--- src/rtl/mvm_pkg.sv ---
// Shared constants, types and helpers for the matrix-vector multiply block.
package mvm_pkg;

    localparam int MAX_DIM = 16;
    localparam int RowW    = (MAX_DIM > 1) ? $clog2(MAX_DIM) : 1;
    localparam int DimW    = 5;
    localparam int ValW    = 16;
    localparam int ProdW   = 2 * ValW;
    localparam int DotW    = 36;
    localparam int IdxW    = 4;
    localparam int ResRowW = 4;
    localparam int CmdW    = 2;
    localparam int CfgIdxW = 2;

    localparam logic signed [DotW-1:0] DOT_MAX = {1'b0, {(DotW-1){1'b1}}};
    localparam logic signed [DotW-1:0] DOT_MIN = {1'b1, {(DotW-1){1'b0}}};

    typedef enum logic [CmdW-1:0] {
        CMD_LOAD_MAT = 2'd0,
        CMD_LOAD_VEC = 2'd1,
        CMD_MULT     = 2'd2
    } cmd_t;

    typedef enum logic [CfgIdxW-1:0] {
        REG_ROWS = 2'd0,
        REG_COLS = 2'd1,
        REG_VLEN = 2'd2
    } cfg_reg_t;

    typedef enum logic [2:0] {
        S_IDLE  = 3'b001,
        S_ISSUE = 3'b010,
        S_DRAIN = 3'b100
    } state_t;

    // Control that travels with one row through the chain
    typedef struct packed {
        logic            valid;
        logic [RowW-1:0] row;
        logic            last;
        logic            mismatch;
    } tok_t;

    // Per-cell load and column control from the top level
    typedef struct packed {
        logic            mat_we;
        logic            vec_we;
        logic            active;
        logic [RowW-1:0] wr_row;
    } cell_ctl_t;

    function automatic logic [DimW-1:0] clamp_dim(input logic [DimW-1:0] v);
        logic [DimW-1:0] r;
        if (v == '0)
            r = DimW'(1);
        else if (int'(v) > MAX_DIM)
            r = DimW'(MAX_DIM);
        else
            r = v;
        return r;
    endfunction

endpackage

--- src/rtl/mvm_ram.sv ---
// Generic single-write, single-read RAM with registered read data.
module mvm_ram #(
    parameter int WIDTH = 16,
    parameter int DEPTH = 16
) (
    input  logic                                   clk,
    input  logic                                   we,
    input  logic [((DEPTH > 1) ? $clog2(DEPTH) : 1)-1:0] waddr,
    input  logic [WIDTH-1:0]                       wdata,
    input  logic                                   re,
    input  logic [((DEPTH > 1) ? $clog2(DEPTH) : 1)-1:0] raddr,
    output logic [WIDTH-1:0]                       rdata
);

    logic [WIDTH-1:0] mem [DEPTH];
    logic [WIDTH-1:0] rdata_reg;

    always_ff @(posedge clk)
    begin
        if (we)
        begin
            mem[waddr] <= wdata;
        end
        if (re)
        begin
            rdata_reg <= mem[raddr];
        end
    end

    assign rdata = rdata_reg;

endmodule

--- src/rtl/mvm_cell.sv ---
// One chain cell: holds one matrix column and one vector element, adds its product.
module mvm_cell (
    input  logic                                clk,
    input  logic                                rst_n,
    input  logic                                advance,
    input  mvm_pkg::cell_ctl_t                  ctl,
    input  logic [mvm_pkg::ValW-1:0]            wr_data,
    input  mvm_pkg::tok_t                       in_tok,
    input  logic signed [mvm_pkg::DotW-1:0]     in_sum,
    output mvm_pkg::tok_t                       out_tok,
    output logic signed [mvm_pkg::DotW-1:0]     out_sum,
    output logic                                busy
);

    logic [mvm_pkg::ValW-1:0]         vec_reg;
    logic [mvm_pkg::ValW-1:0]         m_data;
    mvm_pkg::tok_t                    a_tok_reg;
    logic signed [mvm_pkg::DotW-1:0]  a_sum_reg;
    mvm_pkg::tok_t                    out_tok_reg;
    logic signed [mvm_pkg::DotW-1:0]  out_sum_reg;
    logic signed [mvm_pkg::ProdW-1:0] prod;
    logic signed [mvm_pkg::DotW:0]    sum_wide;
    logic signed [mvm_pkg::DotW-1:0]  sum_sat;
    logic signed [mvm_pkg::DotW-1:0]  out_sum_next;
    logic                             add_en;

    mvm_ram #(
        .WIDTH(mvm_pkg::ValW),
        .DEPTH(mvm_pkg::MAX_DIM)
    ) u_col (
        .clk  (clk),
        .we   (ctl.mat_we),
        .waddr(ctl.wr_row),
        .wdata(wr_data),
        .re   (advance),
        .raddr(in_tok.row),
        .rdata(m_data)
    );

    always_ff @(posedge clk)
    begin
        if (ctl.vec_we)
        begin
            vec_reg <= wr_data;
        end
    end

    always_comb
    begin
        prod     = $signed(m_data) * $signed(vec_reg);
        sum_wide = $signed({a_sum_reg[mvm_pkg::DotW-1], a_sum_reg})
                 + (mvm_pkg::DotW + 1)'(prod);
        // saturate to the signed result range
        if (sum_wide[mvm_pkg::DotW] != sum_wide[mvm_pkg::DotW-1])
            sum_sat = sum_wide[mvm_pkg::DotW] ? mvm_pkg::DOT_MIN : mvm_pkg::DOT_MAX;
        else
            sum_sat = sum_wide[mvm_pkg::DotW-1:0];
        add_en       = a_tok_reg.valid && ctl.active && !a_tok_reg.mismatch;
        out_sum_next = add_en ? sum_sat : a_sum_reg;
    end

    // Stage A waits on the column read, stage B holds the updated sum
    always_ff @(posedge clk or negedge rst_n)
    begin
        if (!rst_n)
        begin
            a_tok_reg   <= '0;
            out_tok_reg <= '0;
        end
        else if (advance)
        begin
            a_tok_reg   <= in_tok;
            out_tok_reg <= a_tok_reg;
        end
    end

    always_ff @(posedge clk)
    begin
        if (advance)
        begin
            a_sum_reg   <= in_sum;
            out_sum_reg <= out_sum_next;
        end
    end

    assign out_tok = out_tok_reg;
    assign out_sum = out_sum_reg;
    assign busy    = a_tok_reg.valid || out_tok_reg.valid;

endmodule

--- config.mk ---
export PLATFORM = sky130hd
export DESIGN_NAME = mvm_cell
export DESIGN_NICKNAME = d
export VERILOG_FILES = /design/src/rtl/mvm_pkg.sv /design/src/rtl/mvm_ram.sv /design/src/rtl/mvm_cell.sv
export SDC_FILE = /design/constraint.sdc
export NUM_CORES = 1
export LEC_CHECK = 0
export BUFFER_PORTS_ARGS = -buffer_cell sky130_fd_sc_hd__buf_2
export CAP_MARGIN = 10
export CORE_MARGIN = 4
export CORE_UTILIZATION = 45
export CTS_BUF_LIST = sky130_fd_sc_hd__clkbuf_4 sky130_fd_sc_hd__clkbuf_8 sky130_fd_sc_hd__clkbuf_16
export DETAILED_ROUTE_END_ITERATION = 10
export HOLD_SLACK_MARGIN = 0.12
export PLACE_DENSITY_LB_ADDON = 0.08
export SYNTH_ARGS = -nofsm -noshare
export SYNTH_HDL_FRONTEND = slang
export SYNTH_HIERARCHICAL = 1
export SYNTH_SLANG_ARGS = --single-unit
--- constraint.sdc ---
create_clock -name clk -period 8.8 [get_ports clk]
set_input_delay 1.76 -clock clk [delete_from_list [all_inputs] [get_ports clk]]
set_output_delay 1.76 -clock clk [all_outputs]
set_load 0.05 [all_outputs]
==> run metrics <==
status=completed; row count=88; multi-input logic area=around 13000 um2; Layout Cells excl Fill=roughly 2900; first-pass GRT wire length=96200 um; R2R Path Start=vec_reg[1]; Routed WL=between 50000 and 60000 um; drt drc=0; die area=62300 um2; Hold Startpoint=out_tok[1]; final worst-path cycle share=approximately 90%; vias in the first global route=roughly 17000; post-CTS setup buffer count=0; slowest stage cell, crit path=fa_1; TritonRoute pass-1 iters=5; Congestion Overflow GR=0; Crit Path Category=reg2reg; Tot GR Track Use=19.7%; RSZ-0062 raised after global routing=no; CP endpoint kind=register; Max Buffers Root-to-Sink=3; CP startpoint kind=register; EDFF count, synth=360; DP HPWL=44100 um; I/O pins=approximately 110; setup TNS=0 ns; syn_nets=~2500; Synth Cell Area=approximately 26000 um2; fillers=between 5000 and 6000; Synth top area share=41.2%; final setup vio count=0; Max-Cap Viols=0; area growth from synthesis to layout=11.0%; GPL Wtd Cong=0.863; sequential fraction of the synthesis area=between 40% and 50%; Port Buffers=between 100 and 150; count of different cell masters after synthesis=61; DRT iter0 DRCs=between 1000 and 1500; CTS tree=yes; layout cells sized above 1=about 15%; Max Clock Skew=approximately 0.024 ns; share of flip-flops with an asynchronous set or reset=3.74%; Post-layout nets=roughly 2600; CP Launch Point=vec_reg[1]; Num CTS Buffers=43; most frequent cells in the layout=364 x inv_1, 360 x edfxtp_1, 318 x fa_1; Core Area=approximately 58000 um2; Cells after Synth=1993; Slew headroom=33.5%; Critical Path AT=slightly above 8 ns; CTS sink count=between 300 and 400; later-pin clock latency in the skew report=around 0.6 ns; Mapped Avg Cell Area=about 13 um2; average wire per standard cell=just over 20 um; Yosys top cell by area=edfxtp_1; clock slew at reported path FFs=approximately 0.06 ns; Slew Limit Fails=0; CP Max Fanout=21; post-CTS sizing=0; endpoints failing hold=0; most common cell after layout, fill and taps aside=inv_1; vias after detailed routing=15200; Least-Margin Pin Slew=between 0.9 and 1 ns; largest cells by area after synthesis=edfxtp_1 41%, fa_1 24%, ha_1 5.2%; Starting Density=45.5%; worst hold margin=between 0.5 and 0.6 ns; H-tree lvl count=2; die span in x=250 um; f_max=around 0.13 GHz; initial antenna violation count=0; via/cell ratio=5.26; chip height=about 250 um; number of flip-flops in the largest register=between 200 and 300; post-synthesis register bit count=approximately 370; antenna viol nets, final=0; CP Cell Sequence=nand2_1 -> inv_1 -> fa_1 -> fa_1 -> inv_1 -> fa_1 -> fa_1 -> inv_1 -> fa_1 -> inv_1 -> fa_1 -> inv_1 -> ha_1 -> nand4_1 -> nor2_1 -> nand3_1 -> o21ai_1 -> o21ai_1 -> xnor2_4 -> a21oi_4 -> buf_12 -> o31ai_1; Hold Path Class=reg2reg; fin crit period=between 7 and 8 ns; YS warnings=6; largest net degree at the start of global routing=66; clk root buf=clkbuf_16; post-route core utilization=around half; top_reg_cell synth=edfxtp_1; most frequent CP cell=fa_1; cts hold-fix bufs=0; placed cells=around 2800; Seq. cell area=about 11000 um2; CP max stage delay=roughly 0.90 ns; Worst Path Required=approximately 9.1 ns; ant diodes=0
-- Yosys cell counts (all sizes together), types with 2 or more instances --
library cell and number:
xnor2 24, clkbuf 56, or2 2, nand2 200
mux4 64, a21boi 3, nor2 50, buf 28
ha 110, a211oi 6, a21oi 29, o21a 3
fa 318, nand3 12, inv 364, mux2 14
o31ai 36, a311oi 2, a22oi 35, xor2 10
nand4 5, dfrtp 14, nor2b 6, a32oi 3
or3 2, o21ai 24, and2 110, o41ai 2
o211ai 5, a21o 21, and3 3, edfxtp 360
nand3b 4, nand2b 9, a31oi 32, nor3 11
o21bai 3
-- through the flow --
| stage | instance area, um2 | worst slack (ns) |
|---|---|---|
| finish | 29100 | 0.948 |
| global placement | 27600 | 1.00 |
| floorplan | 26300 | 2.16 |
| global route | 29100 | 0.394 |
| CTS | 29100 | 0.928 |
| detailed placement | 27600 | 0.917 |
-- per-layer routing --
metal | track usage, % | wire length (um) | vias to the layer above
li1 | - | - | 6892
met1 | 28.2 | 27000 | 7915
met2 | 32.2 | 28600 | 339
met3 | 3.14 | 2820 | 74
met4 | 4.45 | 1220 | 0
met5 | 0 | 0 | -
-- kinds of logic (layout without fill, tap and decap cells) --
group | after synthesis | count (layout) | share of synthesized area [%]
DFF | 374 | 374 | 42.5
AOI/OAI and AO/OA | 214 | 214 | 6.27
muxes | 79 | 79 | 6.32
buffers and inverters | 448 | 583 | 6.79
xor gates and xnor gates | 34 | 34 | 1.16
and+or+nand+nor | 416 | 416 | 7.47
adders and majority gates | 428 | 428 | 29.5
-- final timing paths --
path | endpoint | slack (ns) | cells past startpoint
setup / recovery | out_sum[1] | 0.95 | 22
min in group asynchronous | out_tok[1] | 1.06 | 1
setup reg to reg | out_sum[1] | 0.95 | 22
max in group asynchronous | out_tok[5] | 7.50 | 1
hold / removal | out_tok[1] | 0.50 | 1
hold reg to reg | out_tok[1] | 0.50 | 1
-- area by class of cell --
cell class	instances	area share (%)
Multi-Input combinational cell	1171	45.8
Sequential cell	374	38.3
Inverter	364	4.69
Clock buffer	50	3.87
Tap cell	765	3.28
Timing Repair Buffer	140	2.71
Clock inverter	29	1.30
-- worst max-delay path, delay by kind of cell, from the launching register on --
family          cells  cell delay, ns
buf+inv             6            0.68
simple gates        4            0.79
compound gates      4            1.20
xor+xnor            1            0.20
fa+ha+maj           7            3.88
flops               1            0.77
Power is left out: the tool's default activity adds up to more than one toggle a clock period on the data nets, which glitch-free logic cannot reach.
